`config.mk`:
```
export PLATFORM = sky130hd
export DESIGN_NAME = pto_div_step
export DESIGN_NICKNAME = d
export VERILOG_FILES = /design/src/hdl/pto_pkg.sv /design/src/hdl/pto_div_step.sv
export SDC_FILE = /design/constraint.sdc
export NUM_CORES = 1
export LEC_CHECK = 0
export BUFFER_PORTS_ARGS = -buffer_cell sky130_fd_sc_hd__buf_2
export CORE_MARGIN = 10
export CORE_UTILIZATION = 45
export DETAILED_ROUTE_END_ITERATION = 7
export PLACE_DENSITY = 0.77
export SETUP_SLACK_MARGIN = 0.1
export SLEW_MARGIN = 5
export SYNTH_ARGS = -nofsm -noshare
export SYNTH_HDL_FRONTEND = slang
export SYNTH_SLANG_ARGS = --single-unit
```
`constraint.sdc`:
```
create_clock -name clk -period 4.6 [get_ports clk]
set_clock_uncertainty 0.1 [all_clocks]
set_input_delay 0.46 -clock clk [delete_from_list [all_inputs] [get_ports clk]]
set_output_delay 0.46 -clock clk [all_outputs]
set_load 0.03 [all_outputs]
```
`src/hdl/pto_pkg.sv`:
```
// Shared types and constants of the projective tag overlay.
package pto_pkg;

  localparam int unsigned COEF_BITS = 32;
  localparam int unsigned Q_BITS = 5;     // quotient bits kept; cells 0..31
  localparam int unsigned CFG_IDX_BITS = 4;
  localparam int unsigned CFG_DATA_BITS = 64;

  typedef enum logic [CFG_IDX_BITS-1:0] {
    REG_COEF_A       = 4'd0,
    REG_COEF_B       = 4'd1,
    REG_COEF_C       = 4'd2,
    REG_COEF_D       = 4'd3,
    REG_COEF_E       = 4'd4,
    REG_TAG_CODE     = 4'd5,
    REG_GRID_SIZE    = 4'd6,
    REG_BORDER_WIDTH = 4'd7
  } pto_reg_t;

  typedef struct packed {
    logic signed [COEF_BITS-1:0] h00;
    logic signed [COEF_BITS-1:0] h01;
    logic signed [COEF_BITS-1:0] h02;
    logic signed [COEF_BITS-1:0] h10;
    logic signed [COEF_BITS-1:0] h11;
    logic signed [COEF_BITS-1:0] h12;
    logic signed [COEF_BITS-1:0] h20;
    logic signed [COEF_BITS-1:0] h21;
    logic signed [COEF_BITS-1:0] h22;
    logic [63:0]                 code;
    logic [3:0]                  grid_size;
    logic [1:0]                  border_width;
  } pto_cfg_t;

  // Control carried with each request through the divider
  typedef struct packed {
    logic              miss;   // zero denominator, negative or too large quotient
    logic [Q_BITS-1:0] qx;
    logic [Q_BITS-1:0] qy;
    logic [7:0]        old;
  } pto_ctl_t;

endpackage

```
`src/hdl/pto_div_step.sv`:
```
// One restoring division step for both axes; the top step checks the range.
module pto_div_step #(
  parameter int unsigned UW = 60,
  parameter int unsigned SHIFT = 0
) (
  input  logic              clk,
  input  logic              en,
  input  pto_pkg::pto_ctl_t ctl_in,
  input  logic [UW-1:0]     rx_in,
  input  logic [UW-1:0]     ry_in,
  input  logic [UW-1:0]     d_in,
  output pto_pkg::pto_ctl_t ctl,
  output logic [UW-1:0]     rx,
  output logic [UW-1:0]     ry,
  output logic [UW-1:0]     d
);
  import pto_pkg::*;

  logic [UW-1:0] trial, rx_next, ry_next;
  logic          gex, gey;
  pto_ctl_t      ctl_next;

  always_comb begin
    trial    = d_in << SHIFT;
    gex      = rx_in >= trial;
    gey      = ry_in >= trial;
    ctl_next = ctl_in;
    rx_next  = rx_in;
    ry_next  = ry_in;
    if (SHIFT == Q_BITS) begin
      // quotient of 32 or more lies outside any grid
      ctl_next.miss = ctl_in.miss | gex | gey;
    end else begin
      if (gex) rx_next = rx_in - trial;
      if (gey) ry_next = ry_in - trial;
      ctl_next.qx = ctl_in.qx | (Q_BITS'(gex) << SHIFT);
      ctl_next.qy = ctl_in.qy | (Q_BITS'(gey) << SHIFT);
    end
  end

  always_ff @(posedge clk) begin
    if (en) begin
      ctl <= ctl_next;
      rx  <= rx_next;
      ry  <= ry_next;
      d   <= d_in;
    end
  end

endmodule

```
==> out/metrics.csv <==
stage;metric;value;unit
status;status;complete, no violations;
synthesis;synth_seq_area_share;40.3;%
clock_network;clkTransAtPathRegs;0.07;ns
drt;routed_wl;53400;um
synthesis;synth-seq-cells;199;
worst_setup_path;crit_path_cell_trace;buf_2 -> inv_1 -> ha_1 -> o21ai_0 -> a21oi_1 -> o31ai_1 -> a2111oi_0 -> buf_4 -> o2111ai_1 -> a21oi_1 -> o21ai_0 -> o31ai_1 -> xnor2_1 -> o21ai_0;
timing;hold_viol;0;
clock_network;cts.sinks;199;
clock_network;cts-root-buf;clkbuf_16;
drt;first_pass_iters;5;
synthesis;synth_common_cells;199 x edfxtp_1, 196 x a21oi_1, 162 x nand2_1;
synthesis;dominantRegCellSynth;edfxtp_1;
global_route;antenna_found_initial;7;
synthesis;syn_avg_cell_area;9.02;um2
die;core;0.0325;mm2
global_route;grt_pass1_wl;81400;um
die;die_w;202;um
cells_and_area;fin_area;0.0179;mm2
clock_network;cts_tree;built;
cells_and_area;fin_util;55.1;%
cells_and_area;finalNetCount;2333;
drt;vias_per_cell;5.69;
synthesis;syn-num-nets;1968;
global_route;grt_max_degree;89;
place;hpwl;43400;um
worst_setup_path;endpoint_kind;register;
worst_setup_path;cpMostUsedCell;o21ai_0;
timing;post-route-period-util;84.7;%
die;num_rows;66;
pwr;peakVddDrop;0.000258;V
place;dpl_worst_slack;0.324;ns
synthesis;netlist.area_leader.share;40.3;%
synthesis;yosysMostFrequentCell;edfxtp_1;
synthesis;async_reset_ff_share;0;%
worst_setup_path;critical_path.max_stage_delay;0.50;ns
hold_path;holdPathStages;1;
place;place_area;0.0174;mm2
clock_network;cts_setup_buffers;0;
pwr;power.leakage;7.96;nW
drt;drc;0;
timing;rsz0062_at_grt;no;
global_route;grt_usage;25.4;%
drt;wire_per_inst;21.6;um
die;dieArea;0.0406;mm2
place;place_congestion;0.953;
clock_network;cts_inserted_buffers;17;
cells_and_area;fill_cells;3105;
cells_and_area;fin_cells;2473;
synthesis;yosys.area.top_type;edfxtp_1;
worst_setup_path;crit_arrival;3.99;ns
drt;vias;14100;
drt;postRouteAntennaNets;0;
worst_setup_path;critPathSlowestCell;a2111oi_0;
synthesis;netlist_top_cells_area;edfxtp_1 40%, ha_1 10%, a21oi_1 6.6%, o21ai_0 4.6%, nand2_1 4.1%;
clock_network;cts.path.max_buffers;2;
clock_network;holdBufCountCts;0;
timing;post-route-min-period;3.90;ns
worst_setup_path;critical_path_class;input pin to register;
hold_path;hold_path.class;input pin to register;
die;io_pins;400;
timing;drv_slew;0;
synthesis;synth.distinct_cells;72;
synthesis;ys_warn_count;0;
timing;finalSetupTns;0;ns
job;cap_violations;0;
worst_setup_path;startpoint_type;input pin;
cells_and_area;drive_gt1_share;23.8;%
global_route;overflow;0;
drt;drt-initial-drc-count;1254;
timing;finalSetupViolCount;0;
place;port_buffers;399;
worst_setup_path;worstPathMaxFanout;5;
timing;tightest_slew;0.776;ns
cells_and_area;syn_to_final_growth;20.8;%
pwr;power;6.07;mW
synthesis;synthCells;1645;
synthesis;synth-edff-count;199;
die;start_util;45.6;%
clock_network;cts_resized;0;
synthesis;syn_area;0.0148;mm2
timing;worst_slack;0.702;ns
timing;fin_hold_ws;0.0814;ns
clock_network;cts.htree.levels;4;
timing;max_slew_margin;47.7;%
global_route;grt_pass1_vias;13900;
pwr;p_per_area;339;mW/mm2
place;dp.cells;2433;
die;die_h;202;um
timing;timing.fmax;257;MHz
worst_setup_path;worstPathRequired;4.69;ns
-- where the power goes --
group | internal (mW) | switching, mW
sequential | 2.26 | 0.0575
combinational | 0.752 | 1.54
clock | 0.751 | 0.716
-- area by class of cell --
cell class	count	area, um2	share of cell area, %
Antenna cell	8	20.0	0.112
Clock buffer	22	444	2.48
Clock inverter	10	98.8	0.552
Inverter	104	390	2.18
Multi-Input combinational cell	1255	8120	45.3
Sequential cell	199	5980	33.4
Tap cell	442	553	3.09
Timing Repair Buffer	433	2310	12.9
-- metal layers --
metal / track usage (%) / routed length, um / up-vias
li1: - / - / 6760
met5: 0 / 13 / -
met1: 33.1 / 23700 / 6653
met3: 5.32 / 3570 / 84
met2: 41.0 / 24800 / 570
met4: 8.75 / 1350 / 2
-- worst paths after layout --
kind                      start                to
worst min-delay path  ctl_in[0]  ctl[0]$_DFFE_PP_
worst max-delay path    d_in[2]  rx[57]$_DFFE_PP_
-- critical path, delay by kind of cell --
family	cells	cell delay, ns
AO/OA/AOI/OAI	9	2.63
adder cells (fa/ha/maj)	1	0.37
buffers and inverters	3	0.36
XOR/XNOR	1	0.16
-- logic make-up (layout without fill, tap and decap cells) --
logic type	count (synthesis)	in the layout	synth area share (%)
AOI/OAI and AO/OA	554	554	23.0
xor gates and xnor gates	104	104	6.14
adders and majority gates	122	122	10.4
buffers and inverters	191	569	5.06
DFF	199	199	40.3
muxes	4	4	0.295
other	0	8	0
and+or+nand+nor	471	471	14.8
-- registers in the layout, summed over array words and instances (netlist names) --
register,cells
d,60
rx,60
ry,60
ctl,19
-- cell usage in the layout, fill, tap and decap left out, types with 8 or more instances in the layout --
| cell | netlist | final |
|---|---|---|
| buf_2 | 16 | 398 |
| edfxtp_1 | 199 | 199 |
| a21oi_1 | 196 | 196 |
| nand2_1 | 162 | 161 |
| o21ai_0 | 137 | 137 |
| nor2_1 | 126 | 126 |
| ha_1 | 120 | 120 |
| inv_1 | 104 | 104 |
| a21o_1 | 63 | 63 |
| xnor2_1 | 63 | 63 |
| nand4_1 | 43 | 43 |
| xor2_1 | 41 | 41 |
| o21bai_1 | 33 | 33 |
| buf_4 | 1 | 30 |
| nand3_1 | 28 | 28 |
| nor3_1 | 23 | 23 |
| o31ai_1 | 19 | 19 |
| clkbuf_16 | 0 | 17 |
| o21a_1 | 16 | 16 |
| nand2b_1 | 16 | 16 |
| nor2b_1 | 14 | 14 |
| and3_1 | 12 | 12 |
| a31oi_1 | 12 | 12 |
| a211oi_1 | 10 | 10 |
| and2_1 | 9 | 9 |
| and4_1 | 9 | 9 |
| o21ai_1 | 9 | 9 |
| diode_2 | 0 | 8 |
| or3_1 | 8 | 8 |
Power figures use the tool's default switching activity.
