**config.mk**
```make
export PLATFORM = sky130hd
export DESIGN_NAME = pto_cfg_regs
export DESIGN_NICKNAME = d
export VERILOG_FILES = /design/src/hdl/pto_pkg.sv /design/src/hdl/pto_cfg_regs.sv
export SDC_FILE = /design/constraint.sdc
export NUM_CORES = 1
export LEC_CHECK = 0
export BUFFER_PORTS_ARGS = -buffer_cell sky130_fd_sc_hd__buf_2
export CAP_MARGIN = 10
export CORE_AREA = 5 5 164 182
export DETAILED_ROUTE_END_ITERATION = 8
export DIE_AREA = 0 0 169 187
export PLACE_DENSITY = 0.85
export RECOVER_POWER = 100
export SLEW_MARGIN = 0
export SYNTH_ARGS = -nofsm -noshare
export SYNTH_HDL_FRONTEND = slang
export SYNTH_SLANG_ARGS = --single-unit
```
**constraint.sdc**
```tcl
create_clock -name clk -period 1.35 [get_ports clk]
set_input_delay 0.135 -clock clk [delete_from_list [all_inputs] [get_ports clk]]
set_output_delay 0.135 -clock clk [all_outputs]
set_load 0.02 [all_outputs]
```
**src/hdl/pto_pkg.sv**
```systemverilog
// Shared types and constants of the projective tag overlay.
package pto_pkg;

  localparam int unsigned COEF_BITS = 32;
  localparam int unsigned Q_BITS = 5;     // quotient bits kept; cells 0..31
  localparam int unsigned CFG_IDX_BITS = 4;
  localparam int unsigned CFG_DATA_BITS = 64;

  typedef enum logic [CFG_IDX_BITS-1:0] {
    REG_COEF_A       = 4'd0,
    REG_COEF_B       = 4'd1,
    REG_COEF_C       = 4'd2,
    REG_COEF_D       = 4'd3,
    REG_COEF_E       = 4'd4,
    REG_TAG_CODE     = 4'd5,
    REG_GRID_SIZE    = 4'd6,
    REG_BORDER_WIDTH = 4'd7
  } pto_reg_t;

  typedef struct packed {
    logic signed [COEF_BITS-1:0] h00;
    logic signed [COEF_BITS-1:0] h01;
    logic signed [COEF_BITS-1:0] h02;
    logic signed [COEF_BITS-1:0] h10;
    logic signed [COEF_BITS-1:0] h11;
    logic signed [COEF_BITS-1:0] h12;
    logic signed [COEF_BITS-1:0] h20;
    logic signed [COEF_BITS-1:0] h21;
    logic signed [COEF_BITS-1:0] h22;
    logic [63:0]                 code;
    logic [3:0]                  grid_size;
    logic [1:0]                  border_width;
  } pto_cfg_t;

  // Control carried with each request through the divider
  typedef struct packed {
    logic              miss;   // zero denominator, negative or too large quotient
    logic [Q_BITS-1:0] qx;
    logic [Q_BITS-1:0] qy;
    logic [7:0]        old;
  } pto_ctl_t;

endpackage

```
**src/hdl/pto_cfg_regs.sv**
```systemverilog
// Configuration register file.
module pto_cfg_regs (
  input  logic                        clk,
  input  logic                        rst,
  input  logic                        wr,
  input  logic [3:0]                  index,
  input  logic [63:0]                 data,
  output pto_pkg::pto_cfg_t           cfg
);
  import pto_pkg::*;

  always_ff @(posedge clk) begin
    if (rst) begin
      cfg <= '{grid_size: 4'd6, border_width: 2'd1, default: '0};
    end else if (wr) begin
      case (pto_reg_t'(index))
        REG_COEF_A: begin
          cfg.h00 <= data[63:32];
          cfg.h01 <= data[31:0];
        end
        REG_COEF_B: begin
          cfg.h02 <= data[63:32];
          cfg.h10 <= data[31:0];
        end
        REG_COEF_C: begin
          cfg.h11 <= data[63:32];
          cfg.h12 <= data[31:0];
        end
        REG_COEF_D: begin
          cfg.h20 <= data[63:32];
          cfg.h21 <= data[31:0];
        end
        REG_COEF_E:       cfg.h22 <= data[31:0];
        REG_TAG_CODE:     cfg.code <= data;
        REG_GRID_SIZE:    cfg.grid_size <= data[3:0];
        REG_BORDER_WIDTH: cfg.border_width <= data[1:0];
        default: ;
      endcase
    end
  end

endmodule

```
==> metrics, run 1 <==
fin worst setup slack 0.0847 ns; DP Cell Count 1979; RSZ-0062 raised after global routing false; Worst Reg-to-Reg Cells 2; endpoints failing setup 0; Setup TNS 0 ns; Initial Utilization 0.503; top flop regs cfg x358; core area 27600 um2; sequential share of the synthesized area 0.516; die area 31600 um2; pre-CTS setup slack between 0.04 and 0.05 ns; top-level I/O count 429; Pre-antenna DRT Iters 4; CP max stage cell dfxtp_1; Avg Cell Area, Syn 11.2 um2; initial antenna violation count 2; clock root buffer clkbuf_16; Reg-to-Reg End cfg[181]$_SDFFE_PP0P_; fmax 790 MHz; Post-synth top flop dfxtp_1; HPWL after DPL 27100 um; PostCTS Resize Cnt 0; starting DRC count in detailed routing 460; Post-Syn Area 13900 um2; DR vias/cell 5.04; Area Growth Syn to Fin 24.6%; GRT Total Usage 0.229; buffers plus inverters on the worst setup path 1; Nets 1735; Final Cycle Share 0.937; CP arrival 1.13 ns; clock sink count 358; maximum clock path buffer count 3; CP Class flip-flop to primary output; GPL Wtd Cong 0.851; Post CTS Setup Buffer Count 0; Largest delay share family, worst path flip-flops; Critical Path Sink Type primary output; synthesis-stage register bit count around 360; status finished clean; Worst-path clk slew 0.06 ns; Die Y approximately 190 um; Synth Net Count between 1000 and 1500; H-tree depth 2; Worst-Skew Late Latency ~0.49 ns; non-filler cells, final about 2100; worst reg2reg setup slack 0.66 ns; relative slew slack 0.419; HP Class input pin to flip-flop; Syn. warnings 0; Pwr Density around 1300 nW/um2; PortBufs 428; CTS tree built; Levels on crit path 1; Avg WL per Cell 18.7 um; Die Wd 169 um; Largest Register cfg; max incr delay on CP 0.33 ns; CP Data Required Time 1.22 ns; pin count of the biggest net entering global routing 85; Max Cap Viol 0; Final ANT Viol Nets 0; static leakage 8.34 nW; R2R Path Start cfg[181]$_SDFFE_PP0P_; Hold Path Depth 3; Tot Pwr 22.2 mW; Vias around 10000; min Tclk post-route 1.27 ns; final slew viol count 0; # DRC 0; max FFs per register 358; Fill cells 2344; CP Launch Type flip-flop; vias in the first global route 10700; Post-synth EDFFs 0; GR Overflow Total 0; CTS buffer count 36; worst slew pin tran 0.872 ns; crit-path cells clkbuf_1; FP Rows 64; final wirelength 38400 um; CP Max Fanout 2; share of layout cells above drive strength 1 0.136; skew final 0 ns; hold wc startpoint data[56]; synth unique cells 15; Post-Syn Instances between 1000 and 1500; fraction of registers with async set/reset 0; Endpoint, Worst Hold cfg[158]$_SDFFE_PP0P_; global-route wire length before repair 58500 um; Max rail drop VDD 0.00101 V; Hold Vio Cnt, Final 0
-- cell usage after synthesis, types with 3 or more instances --
master	instances	area [um2]
buf_4	14	105
nand2_2	3	18.8
clkbuf_1	47	176
nand2_1	3	11.3
buf_6	3	33.8
dfxtp_1	358	7170
mux2i_1	358	3580
nor2_1	7	26.3
buf_2	19	95.1
nand2b_1	419	2620
-- worst reg2reg max path, stage by stage, from the launching register on --
cell and delay [ns]:
dfxtp_1 0.34, nand2b_1 0.07, mux2i_1 0.19
-- logic make-up after synthesis --
family / share of synthesized area
multiplexers: 0.258
AND/OR/NAND/NOR: 0.197
buffers and inverters: 0.0295
flip-flops: 0.516
-- metal layers --
layer,routed length [um],track usage,vias to the layer above
met1,15000,0.262,4929
met3,2810,0.0575,119
met2,18600,0.393,380
met5,0,0,-
li1,-,-,4931
met4,2060,0.117,0
-- repair_timing --
action,4_1_cts,5_1_grt
endpoints found under the setup margin,0,0
hold buffers,10,0
hold endpoints to repair,22,0
-- worst max-delay path by stage --
stage,start,endpoint,slack [ns]
6_report,cfg[290]$_SDFFE_PP0P_,cfg[290],0.08
5_1_grt,cfg[202]$_SDFFE_PP0P_,cfg[202],0.06
4_1_cts,cfg[121]$_SDFFE_PP0P_,cfg[121],0.11
3_5_place_dp,index[3],cfg[136]$_SDFFE_PP0P_,0.05
3_3_place_gp,index[3],cfg[122]$_SDFFE_PP0P_,0.08
2_1_floorplan,index[3],cfg[310]$_SDFFE_PP0P_,0.18
-- where the power goes --
part	internal, mW	switching, mW
Sequential	10.7	0.0775
Combinational	0.555	0.782
Clock	6.05	4.00
Total	17.3	4.86
-- layout by cell type (no fill, tap or decap), drive strengths merged --
cell type	Yosys	final
nor2	7	7
nand2	6	6
nor3b	1	1
nand2b	419	419
bufinv	0	2
diode	0	4
clkinvlp	0	1
and3b	1	1
mux2i	358	358
nand3	2	2
dlygate4sd3	0	10
dfxtp	358	358
clkinv	0	5
clkbuf	47	387
nor2b	2	2
buf	36	127
and2	2	2
-- through the flow --
step	cell area (um2)	hold WS [ns]	util
finish	17300	0.0250	0.627
detailed placement	16600	0.429	0.601
global placement	16600	0.406	0.601
CTS	17900	0.000311	0.648
floorplan	13900	0.296	-
global route	17300	0.0338	0.627
-- cell type report --
type | instances | area, um2 | area share
Antenna cell | 4 | 10.0 | 0.000578
Clock buffer | 54 | 1110 | 0.0641
Clock inverter | 8 | 96.3 | 0.00556
Multi-Input combinational cell | 798 | 6340 | 0.366
Sequential cell | 358 | 7170 | 0.414
Tap cell | 363 | 454 | 0.0262
Timing Repair Buffer | 470 | 2150 | 0.124
Note: power is estimated with default switching activity, not from simulation.
==> run 2: changes to the inputs <==
PLACE_DENSITY = 0.79   (was 0.85)
==> metrics, run 2 (same netlist as run 1, synthesis figures left out) <==
starting DRC count in detailed routing just over 500; Vias 10300; status finished clean; Initial Utilization 0.503; core area approximately 28000 um2; Worst-path clk slew 0.06 ns; Final Cycle Share 0.941; Pwr Density between 1000 and 1500 nW/um2; min Tclk post-route roughly 1.3 ns; Largest Register cfg; most frequent cells in the layout 419 x nand2b_1, 358 x mux2i_1, 358 x dfxtp_1, 321 x clkbuf_1, 73 x buf_2; pre-CTS setup slack -0.0129 ns; buffers plus inverters on the worst setup path 1; fmax 787 MHz; CP arrival 1.14 ns; Max rail drop VDD roughly 0.001 V; Final ANT Viol Nets 0; max FFs per register around 360; Nets around 1700; GR Overflow Total 0; global-route wire length before repair ~60000 um; GRT Total Usage 0.232; FP Rows 64; Inserted Diodes 0; PostCTS Resize Cnt 0; maximum clock path buffer count 3; final wirelength 38700 um; Worst-Skew Late Latency roughly 0.5 ns; Die Y 187 um; static leakage between 8 and 9 nW; clock root buffer clkbuf_16; CP max stage cell dfxtp_1; top-level I/O count 429; fin worst setup slack 0.0793 ns; # DRC 0; crit-path cells clkbuf_1; max incr delay on CP roughly 0.34 ns; Avg WL per Cell 18.8 um; worst slew pin tran 0.770 ns; Die Wd ~170 um; top flop regs cfg x358; share of layout cells above drive strength 1 0.126; CTS buffer count 36; R2R Path Start cfg[245]$_SDFFE_PP0P_; relative slew slack 0.487; CP Class flip-flop to primary output; PortBufs about 430; Clk pwr share 0.442; endpoints failing setup 0; commonest non-fill, non-tap cell in the layout nand2b_1; CP Data Required Time about 1.2 ns; HPWL after DPL 27500 um; CP Max Fanout 2; CP Launch Type flip-flop; initial antenna violation count 1; Area Growth Syn to Fin 24.7%; vias in the first global route ~11000; Critical Path Sink Type primary output; utilization after layout 0.627; final slew viol count 0; HP Class input pin to flip-flop; die area 31600 um2; clock sink count between 300 and 400; Pre-antenna DRT Iters 5; Max Cap Viol 0; dpl cell area 16700 um2; switching power 4.82 mW; Largest delay share family, worst path flip-flops; Comb power frac 0.063; switching part of the total 0.222; CTS tree built; design area 17300 um2; skew final 0 ns; DR vias/cell roughly 5; hold wc startpoint data[60]; Int Pwr 16.9 mW; RSZ-0062 raised after global routing false; H-tree depth 2; GPL Wtd Cong 0.827; Crit. Startpoint cfg[336]$_SDFFE_PP0P_; Reg power frac 0.496; Hold Vio Cnt, Final 0; pin count of the biggest net entering global routing 63
## run 2: cell types whose count changed in the layout (fill, tap and decap cells not counted), moves of 2 or more
cell / delta
buf_4: +12
diode_2: -4
clkbuf_1: +24
dlygate4sd3_1: -2
buf_6: +3
clkinv_2: -4
clkbuf_4: -4
buf_12: +3
clkbuf_2: +16
inv_6: +2
buf_2: -39
clkbuf_8: -4
## run 2: path summary, 6_finish.rpt
check / to / slack [ns] / depth (start not counted)
worst min-delay path: cfg[354]$_SDFFE_PP0P_ / 0.01 / 3
worst max-delay path: cfg[336] / 0.08 / 1
worst min register to register: cfg[330]$_SDFFE_PP0P_ / 0.47 / 2
worst max register to register: cfg[245]$_SDFFE_PP0P_ / 0.66 / 2
## run 2: area by class of cell
class,instances,area [um2]
clock inverters,4,55.1
well taps,363,454
fillers,2417,10300
multi-input cells,798,6340
repair buffers,479,2240
flip-flops and latches,358,7170
clock buffers,55,1070
## run 2: routing by layer
metal / GRT usage / wire, um
met1: 0.279 / 15700
met2: 0.393 / 18400
met3: 0.0632 / 2980
met4: 0.0904 / 1540
met5: 0 / 13
## run 2: metrics by stage
step,instances,power [mW],TNS [ns],hold WS [ns]
after floorplan,1239,11.9,0,0.296
after global placement,1990,12.4,0,0.404
after detailed placement,1990,12.4,-0.0308,0.432
after CTS,2057,22.0,0,0.00154
after global routing,2057,22.5,0,0.0221
final,2057,21.7,0,0.0110
## run 2: timing repair
action                                 in CTS  in global routing
setup buffers                               0                  0
hold buffers                                8                  0
endpoints found under the hold margin      14                  0
## run 2: power by group through the flow
stage | clock (mW) | sequential (mW) | combinational [mW]
floorplan | 0 | 11.2 | 0.684
global placement | 0 | 11.0 | 1.40
global route | 10.3 | 10.8 | 1.46
finish | 9.60 | 10.8 | 1.36
CTS | 9.79 | 10.8 | 1.43
detailed placement | 0 | 11.0 | 1.41
==> run 3: changes to the inputs <==
ABC_AREA = 1   (was not set)
CORE_AREA = 5 5 165 183   (was 5 5 164 182)
DIE_AREA = 0 0 170 188   (was 0 0 169 187)
PLACE_DENSITY = 0.8   (was 0.79)
==> metrics, run 3 <==
CP Class flip-flop to primary output; fin worst setup slack 0.0643 ns; Worst-Skew Late Latency 0.51 ns; Largest delay share family, worst path flip-flops; Hold Path Depth 4; Syn. warnings 0; sequential share of the synthesized area 0.496; GR Overflow Total 0; cell taking the most area after synthesis dfxtp_1; Final Cycle Share 0.952; crit-path cells clkbuf_1; H-tree depth 2; Post-Syn Instances approximately 2100; CTS tree built; initial antenna violation count 1; clock sink count 358; DR vias/cell ~5.0; fraction of registers with async set/reset 0; CP arrival 1.15 ns; HP Class input pin to flip-flop; Pre-antenna DRT Iters 5; top cells by count, synth 714 x nor2_1, 592 x nand2_1, 358 x dfxtp_1; most frequent cells in the layout 716 x nor2_1, 592 x nand2_1, 358 x dfxtp_1, 316 x clkbuf_1, 197 x inv_1; Setup TNS 0 ns; relative slew slack 0.527; Pwr Density approximately 1300 nW/um2; Worst-path clk slew 0.06 ns; Post-synth EDFFs 0; clock root buffer clkbuf_16; hold wc startpoint wr; Nets 2649; starting DRC count in detailed routing 1240; max FFs per register roughly 360; Critical Path Sink Type primary output; Largest Register cfg; Post-Syn Area 14500 um2; HPWL after DPL slightly above 30000 um; Reg-to-Reg End cfg[119]$_SDFFE_PP0P_; RSZ-0062 raised after global routing false; Max Cap Viol 0; CP Launch Type flip-flop; final wirelength 45800 um; max incr delay on CP 0.38 ns; die area 32000 um2; GPL Wtd Cong 0.856; Max rail drop VDD 0.00107 V; Die Y 188 um; status finished clean; maximum clock path buffer count 3; FP Rows 65; GRT Total Usage 0.274; CP max stage cell dfxtp_1; buffers plus inverters on the worst setup path 1; top flop regs cfg x358; Final ANT Viol Nets 0; Post CTS Setup Buffer Count 0; min Tclk post-route 1.29 ns; synth unique cells 17; synth top area cells dfxtp_1 50%, nor2_1 19%, nand2_1 15%, nand4_1 5.5%, inv_1 5.1%; pin count of the biggest net entering global routing 69; Endpoint, Worst Hold cfg[167]$_SDFFE_PP0P_; Worst Reg-to-Reg Cells 4; worst reg2reg setup slack ~0.62 ns; Die Wd ~170 um; fmax 778 MHz; static leakage 8.72 nW; most frequent cell after synthesis nor2_1; # DRC 0; Area Growth Syn to Fin 27.1%; worst slew pin tran just over 0.7 ns; skew final 0 ns; CP Data Required Time 1.22 ns; vias in the first global route 14300; Hold Vio Cnt, Final 0; top-level I/O count between 400 and 500; CP Max Fanout 2; top-area cell type share of the netlist area 0.496; global-route wire length before repair 72200 um; R2R Path Start cfg[119]$_SDFFE_PP0P_; commonest non-fill, non-tap cell in the layout nor2_1; Initial Utilization 0.512; core area 28200 um2; endpoints failing setup 0; CTS buffer count 37; Post-synth top flop dfxtp_1; PortBufs 428; share of layout cells above drive strength 1 0.0872; synthesis-stage register bit count 358; Avg WL per Cell 15.4 um; Synth Net Count about 2200; Avg Cell Area, Syn 6.74 um2; final slew viol count 0; pre-CTS setup slack 0.0226 ns; Vias 14800
run 3: power breakdown:
part / internal (mW) / switching, mW
combinational: 0.705 / 1.48
clock: 5.91 / 4.10
sequential: 10.8 / 0.134
total: 17.4 / 5.71
run 3: cell families after synthesis:
family                 after synthesis  synth area share
buffers and inverters              339             0.101
DFF                                358             0.496
AOI/OAI and AO/OA                    1          0.000346
and+or+nand+nor                   1447             0.403
run 3: through the flow:
stage               utilization  cells  power (mW)  hold WS [ns]  cell area, um2
floorplan                     -   2145        12.4         0.261           14500
global placement          0.603   2843        13.2         0.390           17000
detailed placement        0.603   2843        13.2         0.397           17000
CTS                       0.669   2971        23.3        0.0107           18900
global route              0.651   2972        24.0     -0.000326           18400
finish                    0.651   2972        23.1        0.0162           18400
run 3: layout make-up:
cell class | count | area (um2)
multi-input combinational | 1448 | 5840
clock buffer | 54 | 1110
timing repair buffer | 535 | 2960
tap | 368 | 460
inverter | 198 | 751
antenna | 1 | 2.50
sequential | 358 | 7170
fill | 2515 | 9850
clock inverter | 10 | 85.1
run 3: metal layers:
metal,vias to the layer above,wire [um],GRT usage
met5,-,0,0
met4,0,2450,0.142
met3,160,4160,0.0732
met2,681,22300,0.471
met1,6631,16900,0.310
li1,7302,-,-
run 3: worst max path at each step:
stage | startpoint | end | slack, ns | cells after the start
after floorplan | wr | cfg[283]$_SDFFE_PP0P_ | 0.26 | 6
after global placement | index[1] | cfg[226]$_SDFFE_PP0P_ | 0.07 | 8
after detailed placement | index[1] | cfg[33]$_SDFFE_PP0P_ | 0.02 | 8
after CTS | cfg[244]$_SDFFE_PP0P_ | cfg[244] | 0.09 | 1
after global routing | cfg[271]$_SDFFE_PP0P_ | cfg[271] | 0.03 | 1
final | cfg[236]$_SDFFE_PP0P_ | cfg[236] | 0.06 | 1
run 3: worst reg2reg max path, delay by kind of cell, from the launching register on:
family | cells | cell delay (ns)
buf+inv | 1 | 0.08
flops | 1 | 0.36
simple gates | 3 | 0.24
run 3: repair_timing:
item,4_1_cts,5_1_grt
hold buffers,64,0
endpoints found under the hold margin,135,0
gates resized for setup,0,0
