===== config.mk =====
export PLATFORM = sky130hd
export DESIGN_NAME = pto_cell
export DESIGN_NICKNAME = d
export VERILOG_FILES = /design/src/hdl/pto_pkg.sv /design/src/hdl/pto_cell.sv
export SDC_FILE = /design/constraint.sdc
export NUM_CORES = 1
export LEC_CHECK = 0
export CAP_MARGIN = 0
export CORE_AREA = 2 2 152 154
export CTS_BUF_LIST = sky130_fd_sc_hd__clkbuf_2 sky130_fd_sc_hd__clkbuf_4 sky130_fd_sc_hd__clkbuf_8
export DETAILED_ROUTE_END_ITERATION = 16
export DIE_AREA = 0 0 154 156
export DONT_BUFFER_PORTS = 1
export HOLD_SLACK_MARGIN = 0.05
export PLACE_DENSITY_LB_ADDON = 0.1
export SLEW_MARGIN = 20
export SYNTH_ARGS = -nofsm -noshare
export SYNTH_HDL_FRONTEND = slang
export SYNTH_SLANG_ARGS = --single-unit
export TNS_END_PERCENT = 30

===== constraint.sdc =====
create_clock -name clk -period 15.4 [get_ports clk]
set_input_delay 3.85 -clock clk [delete_from_list [all_inputs] [get_ports clk]]
set_output_delay 3.85 -clock clk [all_outputs]
set_load 0.03 [all_outputs]

===== src/hdl/pto_pkg.sv =====
// Shared types and constants of the projective tag overlay.
package pto_pkg;

  localparam int unsigned COEF_BITS = 32;
  localparam int unsigned Q_BITS = 5;     // quotient bits kept; cells 0..31
  localparam int unsigned CFG_IDX_BITS = 4;
  localparam int unsigned CFG_DATA_BITS = 64;

  typedef enum logic [CFG_IDX_BITS-1:0] {
    REG_COEF_A       = 4'd0,
    REG_COEF_B       = 4'd1,
    REG_COEF_C       = 4'd2,
    REG_COEF_D       = 4'd3,
    REG_COEF_E       = 4'd4,
    REG_TAG_CODE     = 4'd5,
    REG_GRID_SIZE    = 4'd6,
    REG_BORDER_WIDTH = 4'd7
  } pto_reg_t;

  typedef struct packed {
    logic signed [COEF_BITS-1:0] h00;
    logic signed [COEF_BITS-1:0] h01;
    logic signed [COEF_BITS-1:0] h02;
    logic signed [COEF_BITS-1:0] h10;
    logic signed [COEF_BITS-1:0] h11;
    logic signed [COEF_BITS-1:0] h12;
    logic signed [COEF_BITS-1:0] h20;
    logic signed [COEF_BITS-1:0] h21;
    logic signed [COEF_BITS-1:0] h22;
    logic [63:0]                 code;
    logic [3:0]                  grid_size;
    logic [1:0]                  border_width;
  } pto_cfg_t;

  // Control carried with each request through the divider
  typedef struct packed {
    logic              miss;   // zero denominator, negative or too large quotient
    logic [Q_BITS-1:0] qx;
    logic [Q_BITS-1:0] qy;
    logic [7:0]        old;
  } pto_ctl_t;

endpackage


===== src/hdl/pto_cell.sv =====
// Tag cell lookup and output register.
module pto_cell (
  input  logic              clk,
  input  logic              en,
  input  pto_pkg::pto_ctl_t ctl,
  input  pto_pkg::pto_cfg_t cfg,
  output logic [7:0]        new_pixel,
  output logic              covered
);
  import pto_pkg::*;

  logic [5:0] side, tb, cx, cy, kx, ky;
  logic [7:0] k, pos, sq;
  logic       in_grid, rim, code_area, bit_set;

  always_comb begin
    tb        = 6'd1 + 6'(cfg.border_width);
    side      = (tb <<< 1) + 6'(cfg.grid_size);
    cx        = 6'(ctl.qx);
    cy        = 6'(ctl.qy);
    in_grid   = !ctl.miss && (cx < side) && (cy < side);
    rim       = (cx == 6'd0) || (cy == 6'd0) || (cx == side - 6'd1) || (cy == side - 6'd1);
    code_area = (cx >= tb) && (cx < tb + 6'(cfg.grid_size)) &&
                (cy >= tb) && (cy < tb + 6'(cfg.grid_size));
    kx        = cx - tb;
    ky        = cy - tb;
    sq        = 8'(cfg.grid_size) * 8'(cfg.grid_size);
    k         = 8'(ky) * 8'(cfg.grid_size) + 8'(kx);
    pos       = sq - 8'd1 - k;
    bit_set   = (pos < 8'd64) && cfg.code[pos[5:0]];
  end

  always_ff @(posedge clk) begin
    if (en) begin
      covered <= in_grid;
      if (!in_grid) new_pixel <= ctl.old;
      else if (rim || (code_area && bit_set)) new_pixel <= 8'd255;
      else new_pixel <= 8'd0;
    end
  end

endmodule


==> results of run 1 <==
## worst max path at each step
stage	start	depth (start not counted)	slack, ns	endpoint
after floorplan	cfg[0]	23	5.75	new_pixel[1]$_DFFE_PP_
after global placement	cfg[0]	23	4.61	new_pixel[2]$_DFFE_PP_
after detailed placement	cfg[0]	23	4.59	new_pixel[1]$_DFFE_PP_
after CTS	cfg[0]	23	4.82	new_pixel[1]$_DFFE_PP_
after global routing	cfg[0]	23	4.53	new_pixel[2]$_DFFE_PP_
final	cfg[0]	23	5.02	new_pixel[1]$_DFFE_PP_
## power groups by stage
stage               clock network (mW)  logic, mW  registers, mW
floorplan                            0      0.741         0.0418
global placement                     0       1.01         0.0427
detailed placement                   0       1.01         0.0427
CTS                             0.0293       1.02         0.0423
global route                    0.0314       1.11         0.0424
finish                          0.0289      0.996         0.0420
## cell families (layout without fill, tap and decap cells)
| kind of cell | after synthesis | after routing | synth area share |
|---|---|---|---|
| other | 0 | 9 | 0 |
| XOR/XNOR | 28 | 28 | 0.06854 |
| multiplexers | 16 | 16 | 0.04503 |
| AO/OA/AOI/OAI | 110 | 110 | 0.2010 |
| AND/OR/NAND/NOR | 161 | 161 | 0.2189 |
| flip-flops | 9 | 9 | 0.07152 |
| adder cells (fa/ha/maj) | 78 | 78 | 0.3129 |
| buffers and inverters | 77 | 63 | 0.08211 |
## metrics by stage
stage,total power [mW],worst slack [ns],utilization
global route,1.188,4.529,0.1837
CTS,1.091,4.825,0.1837
detailed placement,1.054,4.592,0.1815
finish,1.067,5.017,0.1847
floorplan,0.7832,5.746,-
global placement,1.057,4.609,0.1815
## critical path, delay by kind of cell
kind,cells,cell delay (ns)
AOI/OAI and AO/OA,7,1.69
buffers and inverters,3,0.15
and+or+nand+nor,3,0.63
adders and majority gates,7,3.12
xor gates and xnor gates,3,1.02
## layout make-up
| cell class | count | area, um^2 | area share |
|---|---|---|---|
| Tap cell | 285 | 356.6 | 0.08634 |
| Timing Repair Buffer | 2 | 15.01 | 0.003635 |
| Sequential cell | 9 | 270.3 | 0.06543 |
| Inverter | 57 | 214.0 | 0.05180 |
| Antenna cell | 9 | 22.52 | 0.005453 |
| Clock buffer | 4 | 48.80 | 0.01181 |
| Multi-Input combinational cell | 393 | 3203 | 0.7755 |
## state kept, by name, summed over array words and instances (netlist names)
| register | count |
|---|---|
| covered | 1 |
| new_pixel | 8 |
## per-layer routing
layer  vias to the layer above  wire (um)
met1                      1685       6773
li1                       1696          -
met3                         6       2199
met5                         -         13
met4                         2         12
met2                        78       6656
## Yosys cell counts (4+ instances only)
cell type  number  area, um^2
fa_1           28       560.5
inv_1          56       210.2
a21o_1          7       52.55
nor2b_1         5       31.28
nor4_1          4       25.02
or4_1           7       52.55
xnor2_1        17       148.9
a21boi_0        4       30.03
edfxtp_1        9       270.3
a21oi_1        12       60.06
clkbuf_1       12       45.04
buf_2           5       25.02
o21ai_0        22       110.1
ha_1           48       600.6
a31oi_1         6       37.54
nor2_1         37       138.9
nand4_1         4       25.02
nand3_1        11       55.05
mux2i_1         8       80.08
and3_1          8       50.05
nand2_1        33       123.9
or3_1           8       50.05
xor2_1         10       87.58
o21ai_1         5       25.02
a2111oi_0       7       61.31
nor3_1         19       95.09
a211o_1         5       43.79
nand2b_1        9       56.30
o22ai_1         7       43.79
o21a_1          6       45.04
mux2_2          6       67.56
==> metrics.csv, run 1 <==
metric,value,unit
run status,finished clean,
"EDFF count, synth",9,
GRT Util Overall,0.1297,
die extent in x,154,um
Area Growth Syn to Fin,9.305,%
Flop pwr share,0.039,
combinational share of power,0.934,
drt first-iter violations,137,
Vias/cell,4.568,
first-pass GRT wire length,23520,um
critical path data arrival time,10.46,ns
RSZ-0062 raised after global routing,false,
post_cts resized,0,
gr busiest metal,met2,
LEAKAGE,1.682,nW
Tmin final,10.38,ns
WHS Endpoint,covered$_DFFE_PP_,
final wirelength,15660,um
Post-Syn Area,3779,um^2
Hold Buf Count CTS,0,
boundary pin count,388,
num rows,55,
Detail Route Antenna Nets,0,
most frequent cells in the layout,"inv_1, ha_1, nor2_1, nand2_1, fa_1",
switching share of power,0.5746,
clock root cell,clkbuf_8,
Switching Power,613.2,uW
final instance area,4130,um^2
clock group share of total power,0.027,
final period utilization,0.6742,
Crit Path Category,in -> reg,
power per cell area,258.4,nW/um^2
largest net degree at the start of global routing,36,
layout cell share with drive strength beyond 1,0.05806,
final setup TNS,0,ns
sequence of cells on the critical path,ha_1 > xnor2_1 > ha_1 > o21a_1 > nor3_1 > xnor2_1 > nor2_1 > fa_1 > inv_1 > fa_1 > fa_1 > inv_1 > fa_1 > inv_1 > ha_1 > a21oi_1 > xnor2_1 > nand2_1 > a2111oi_0 > o221ai_1 > o211ai_1 > o211ai_2 > o21ai_0,
CORE AREA,22370,um^2
CTS buffer count,3,
max cap viols,0,
nets,921,
synth unique cells,68,
Max Clk Rate,96.31,MHz
Final Hold Viols,0,
critical path's largest stage delay,0.55,ns
Placed Area,4059,um^2
post-CTS setup buffer count,0,
average routed wire per standard cell,20.63,um
Internal Power,454.0,uW
grt met3 use,0.08306,
Critical Path Fanout Max,8,
DRC,0,
Critical Path Most Common Cell,fa_1,
"commonest non-fill, non-tap cell in the layout",inv_1,
Final HPWL DP,13160,um
worst vdd ir,0.08533,mV
gr ovfl total,0,
Required @ worst endpoint,15.47,ns
Crit. End Element,register,
clk buf depth,2,
Hold Path Depth,0,
"Top FF cell, synth",edfxtp_1,
GR met2 Demand/Resource,0.2037,
GR Util met1,0.1576,
Min-Delay Startpoint,en,
Max transition margin,0.2948,
initial core utilization,0.1690,
Port Buf Inserts,0,
nature of the critical path startpoint,primary input,
Finished Layout Cells,759,
ys async rst share,0,
# fillers,2517,
Clock H-tree levels,1,
via count,3467,
DP Cell Count,746,
yosys warns,0,
die height,156,um
worst hold path class,in -> reg,
Post-Syn Nets,934,
hold_ws,3.727,ns
register bit count reported by yosys,9,
"Setup violations, final",0,
Mapped Cells,479,
crit path max-delay cell type,fa_1,
Clock Sink Count,9,
Die Area,24020,um^2
CTS tree,yes,
syn avg cell area,7.889,um^2
clk slew on worst S/H paths,0.04,ns
initial antenna violation count,7,
vias in the first global route,3639,
final slew viol count,0,
gpl congestion,0.7661,
post-synthesis sequential area ratio,0.07152,
First-pass DRT Iterations,4,
Slew @ Worst Pin,1.052,ns
(Power assumes the default switching activity.)
==> inputs of run 2 (changes only) <==
clock period = 9.8 ns   (was 15.4 ns; I/O delays follow)
==> run 2 against run 1 <==
Against the previous run:
- combinational power is 58% higher
- hold slack worse by 1.4 ns
- critical path depth unchanged
- sequential power increased by 58%
- sequential share of layout area barely moved
- total power is 57% higher
- via count rose by 0.78%
- clock power is 56% higher
- core utilization is essentially flat
- critical path type unchanged
- critical endpoint is now new_pixel[2]$_DFFE_PP_
==> metrics.csv, run 2 (synthesis results as in run 1) <==
metric,value,unit
Crit Path Category,in -> reg,
clock group share of total power,0.027,
Clock H-tree levels,1,
num rows,55,
worst vdd ir,0.1703,mV
final wirelength,15760,um
gr ovfl total,0,
critical path's largest stage delay,0.55,ns
Finished Layout Cells,759,
"CP delay by family, top",adder cells,
run status,finished clean,
max reg flops,8,
critical path data arrival time,8.98,ns
LEAKAGE,1.692,nW
post-CTS setup buffer count,0,
max cap viols,0,
First-pass DRT Iterations,4,
Clock Sink Count,9,
Tmin final,8.914,ns
Layout Utilization,0.1851,
RSZ-0062 raised after global routing,false,
Max Clk Rate,112.2,MHz
Flop pwr share,0.039,
clk slew on worst S/H paths,0.04,ns
vias in the first global route,3570,
CTS buffer count,3,
Final Hold Viols,0,
Crit. End Element,register,
Max transition margin,0.4667,
power per cell area,406.0,nW/um^2
Area Growth Syn to Fin,9.570,%
clk buf depth,2,
most frequent cells in the layout,"inv_1, ha_1, nor2_1, nand2_1, fa_1",
nature of the critical path startpoint,primary input,
nets,923,
Internal Power,713.1,uW
final period utilization,0.9095,
Vias/cell,4.603,
gpl congestion,0.7547,
"commonest non-fill, non-tap cell in the layout",inv_1,
combinational share of power,0.934,
WP buf/inv,3,
Top Registers,"new_pixel: 8 flops, covered: 1 flops",
post_cts resized,0,
CORE AREA,22370,um^2
boundary pin count,388,
DP Cell Count,748,
Critical Path Fanout Max,8,
Detail Route Antenna Nets,0,
via count,3494,
Required @ worst endpoint,9.87,ns
crit path max-delay cell type,fa_1,
die height,156,um
Die Area,24020,um^2
Biggest register,new_pixel,
worst hold path class,in -> reg,
sequence of cells on the critical path,ha_1 > xnor2_1 > ha_1 > o21a_1 > nor3_1 > xnor2_1 > nor2_1 > fa_1 > inv_1 > fa_1 > fa_1 > inv_1 > fa_1 > inv_1 > ha_1 > a21oi_1 > xnor2_1 > nand2_1 > a2111oi_0 > o221ai_1 > o211ai_1 > o211ai_2 > o21ai_0,
multi-input logic area,3203,um^2
Slew @ Worst Pin,0.7938,ns
die extent in x,154,um
Hold Buf Count CTS,0,
# fillers,2505,
Final HPWL DP,13210,um
layout cell share with drive strength beyond 1,0.06210,
final slew viol count,0,
largest net degree at the start of global routing,35,
Port Buf Inserts,0,
initial antenna violation count,6,
final setup TNS,0,ns
Critical Path Most Common Cell,fa_1,
first-pass GRT wire length,23470,um
CTS tree,yes,
switching share of power,0.5757,
GRT Util Overall,0.1284,
"Setup violations, final",0,
clock root cell,clkbuf_8,
average routed wire per standard cell,20.76,um
initial core utilization,0.1690,
Switching Power,967.6,uW
drt first-iter violations,168,
register area,270.3,um^2
DRC,0,
-- run 2: power groups by stage --
| stage | registers (mW) | logic [mW] | clock network, mW |
|---|---|---|---|
| floorplan | 0.0657 | 1.17 | 0 |
| global placement | 0.0672 | 1.60 | 0 |
| detailed placement | 0.0672 | 1.57 | 0 |
| CTS | 0.0665 | 1.58 | 0.0463 |
| global route | 0.0667 | 1.74 | 0.0485 |
| finish | 0.0662 | 1.57 | 0.0452 |
-- run 2: final timing paths --
kind / startpoint / depth (start not counted) / to / slack (ns)
setup / recovery: cfg[0] / 23 / new_pixel[2]$_DFFE_PP_ / 0.89
hold / removal: en / 0 / covered$_DFFE_PP_ / 2.33
-- run 2: final cells by class --
| class | count | area share |
|---|---|---|
| inverter | 57 | 0.05168 |
| antenna | 7 | 0.004231 |
| timing repair buffer | 4 | 0.007253 |
| sequential | 9 | 0.06528 |
| tap | 285 | 0.08613 |
| multi-input combinational | 393 | 0.7736 |
| clock buffer | 4 | 0.01179 |
-- run 2: metal layers --
| metal | track usage | up-vias | wire length (um) |
|---|---|---|---|
| li1 | - | 1697 | - |
| met1 | 0.1544 | 1684 | 6545 |
| met2 | 0.2016 | 99 | 6829 |
| met3 | 0.08167 | 12 | 2245 |
| met4 | 0.009791 | 2 | 122 |
| met5 | 0 | - | 13 |
-- run 2: stage by stage --
step           hold slack (ns)  worst slack [ns]  instance area, um^2  total power [mW]
2_1_floorplan            2.563             1.546                 3779             1.231
3_3_place_gp             2.563            0.5470                 4074             1.664
3_5_place_dp             2.563            0.5678                 4074             1.640
4_1_cts                  2.325            0.7786                 4123             1.696
5_1_grt                  2.319            0.4274                 4123             1.860
6_report                 2.330            0.8864                 4140             1.681
==> inputs of run 3 (changes only) <==
MAX_ROUTING_LAYER = met4   (was unset)
==> run 3 against run 2 <==
Against the previous run:
- sequential power hardly changed
- critical endpoint unchanged
- global-route usage is 0.39 points higher
- critical path type unchanged
- clock power hardly changed
- sequential cell count did not move
- largest power group unchanged
==> metrics.csv, run 3 (synthesis results as in run 1) <==
metric,value,unit
max cap viols,0,
Top Registers,"new_pixel: 8 flops, covered: 1 flops",
nets,923,
Crit Path Category,in -> reg,
RSZ-0062 raised after global routing,false,
final period utilization,0.9133,
Clock H-tree levels,1,
worst hold path class,in -> reg,
drt first-iter violations,187,
post-CTS setup buffer count,0,
"Setup violations, final",0,
die extent in x,154,um
clock root cell,clkbuf_8,
die height,156,um
nature of the critical path startpoint,primary input,
Biggest register,new_pixel,
clk slew on worst S/H paths,0.04,ns
initial antenna violation count,6,
Port Buf Inserts,0,
most frequent cells in the layout,"inv_1, ha_1, nor2_1, nand2_1, fa_1",
worst vdd ir,0.1689,mV
First-pass DRT Iterations,4,
final worst slack,0.8499,ns
final slew viol count,0,
clk buf depth,2,
Crit. End Element,register,
CP endpoint,new_pixel[2]$_DFFE_PP_,
GRT Util Overall,0.1323,
first-pass GRT wire length,23500,um
Die Area,24020,um^2
via count,3512,
multi-input logic area,3203,um^2
max reg flops,8,
Final HPWL DP,13210,um
CTS buffer count,3,
final wirelength,15690,um
gpl congestion,0.7645,
Clock Sink Count,9,
Area Growth Syn to Fin,9.768,%
num rows,55,
vias in the first global route,3571,
dpl ws,0.5678,ns
boundary pin count,388,
Final Hold Viols,0,
power per cell area,405.0,nW/um^2
Max Clk Rate,111.7,MHz
average routed wire per standard cell,20.59,um
Detail Route Antenna Nets,0,
initial core utilization,0.1690,
Vias/cell,4.609,
critical path data arrival time,9.02,ns
largest net degree at the start of global routing,35,
DRC,0,
worst setup path start,cfg[0],
Tmin final,8.950,ns
register area,270.3,um^2
Slew @ Worst Pin,0.7233,ns
Max transition margin,0.5141,
CTS tree,yes,
Hold Buf Count CTS,0,
final setup TNS,0,ns
Critical Path Fanout Max,8,
# fillers,2510,
run status,finished clean,
layout cell share with drive strength beyond 1,0.06210,
"commonest non-fill, non-tap cell in the layout",inv_1,
LEAKAGE,1.692,nW
Required @ worst endpoint,9.87,ns
gr ovfl total,0,
CORE AREA,22370,um^2
post_cts resized,0,
-- run 3: cell count changes in the layout (fill, tap and decap cells not counted), sizes merged --
cell / change
diode: +3
-- run 3: per-layer routing --
| metal | vias up | part of all wire | GRT usage |
|---|---|---|---|
| li1 | 1700 | - | - |
| met1 | 1687 | 0.40 | 0.1541 |
| met2 | 119 | 0.43 | 0.2014 |
| met3 | 6 | 0.16 | 0.08306 |
| met4 | 0 | 0.0065 | 0.009791 |
| met5 | - | 0 | - |
-- run 3: final cells by class --
| class | count | area share |
|---|---|---|
| sequential | 9 | 0.06516 |
| clock buffer | 4 | 0.01176 |
| antenna | 10 | 0.006033 |
| timing repair buffer | 4 | 0.007240 |
| inverter | 57 | 0.05158 |
| tap | 285 | 0.08597 |
| multi-input combinational | 393 | 0.7722 |
-- run 3: power by group --
part / internal (mW) / switching [mW] / total, mW
registers: 0.0515 / 0.0146 / 0.0662
clock network: 0.0311 / 0.0142 / 0.0452
logic: 0.630 / 0.939 / 1.57
total: 0.712 / 0.967 / 1.68
-- run 3: how the worst min path moves through the flow --
stage | startpoint | end | slack (ns) | cells after the start
floorplan | en | covered$_DFFE_PP_ | 2.56 | 0
detailed placement | en | covered$_DFFE_PP_ | 2.56 | 0
finish | en | covered$_DFFE_PP_ | 2.33 | 0
CTS | en | new_pixel[0]$_DFFE_PP_ | 2.32 | 0
global route | en | new_pixel[0]$_DFFE_PP_ | 2.32 | 0
global placement | en | covered$_DFFE_PP_ | 2.56 | 0
-- run 3: worst max-delay path, cell delays in order --
cell	delay [ns]
ha_1	0.30
xnor2_1	0.19
ha_1	0.30
o21a_1	0.25
nor3_1	0.34
xnor2_1	0.28
nor2_1	0.11
fa_1	0.51
inv_1	0.05
fa_1	0.47
fa_1	0.55
inv_1	0.06
fa_1	0.53
inv_1	0.05
ha_1	0.32
a21oi_1	0.11
xnor2_1	0.50
nand2_1	0.19
a2111oi_0	0.56
o221ai_1	0.30
o211ai_1	0.20
o211ai_2	0.22
o21ai_0	0.15
-- run 3: metrics by stage --
stage | hold slack (ns) | utilization | std cells | instance area [um^2] | power [mW]
floorplan | 2.563 | - | 479 | 3779 | 1.231
global placement | 2.563 | 0.1822 | 748 | 4074 | 1.664
detailed placement | 2.563 | 0.1822 | 748 | 4074 | 1.640
CTS | 2.325 | 0.1843 | 752 | 4123 | 1.696
global route | 2.319 | 0.1855 | 762 | 4148 | 1.861
finish | 2.330 | 0.1855 | 762 | 4148 | 1.680
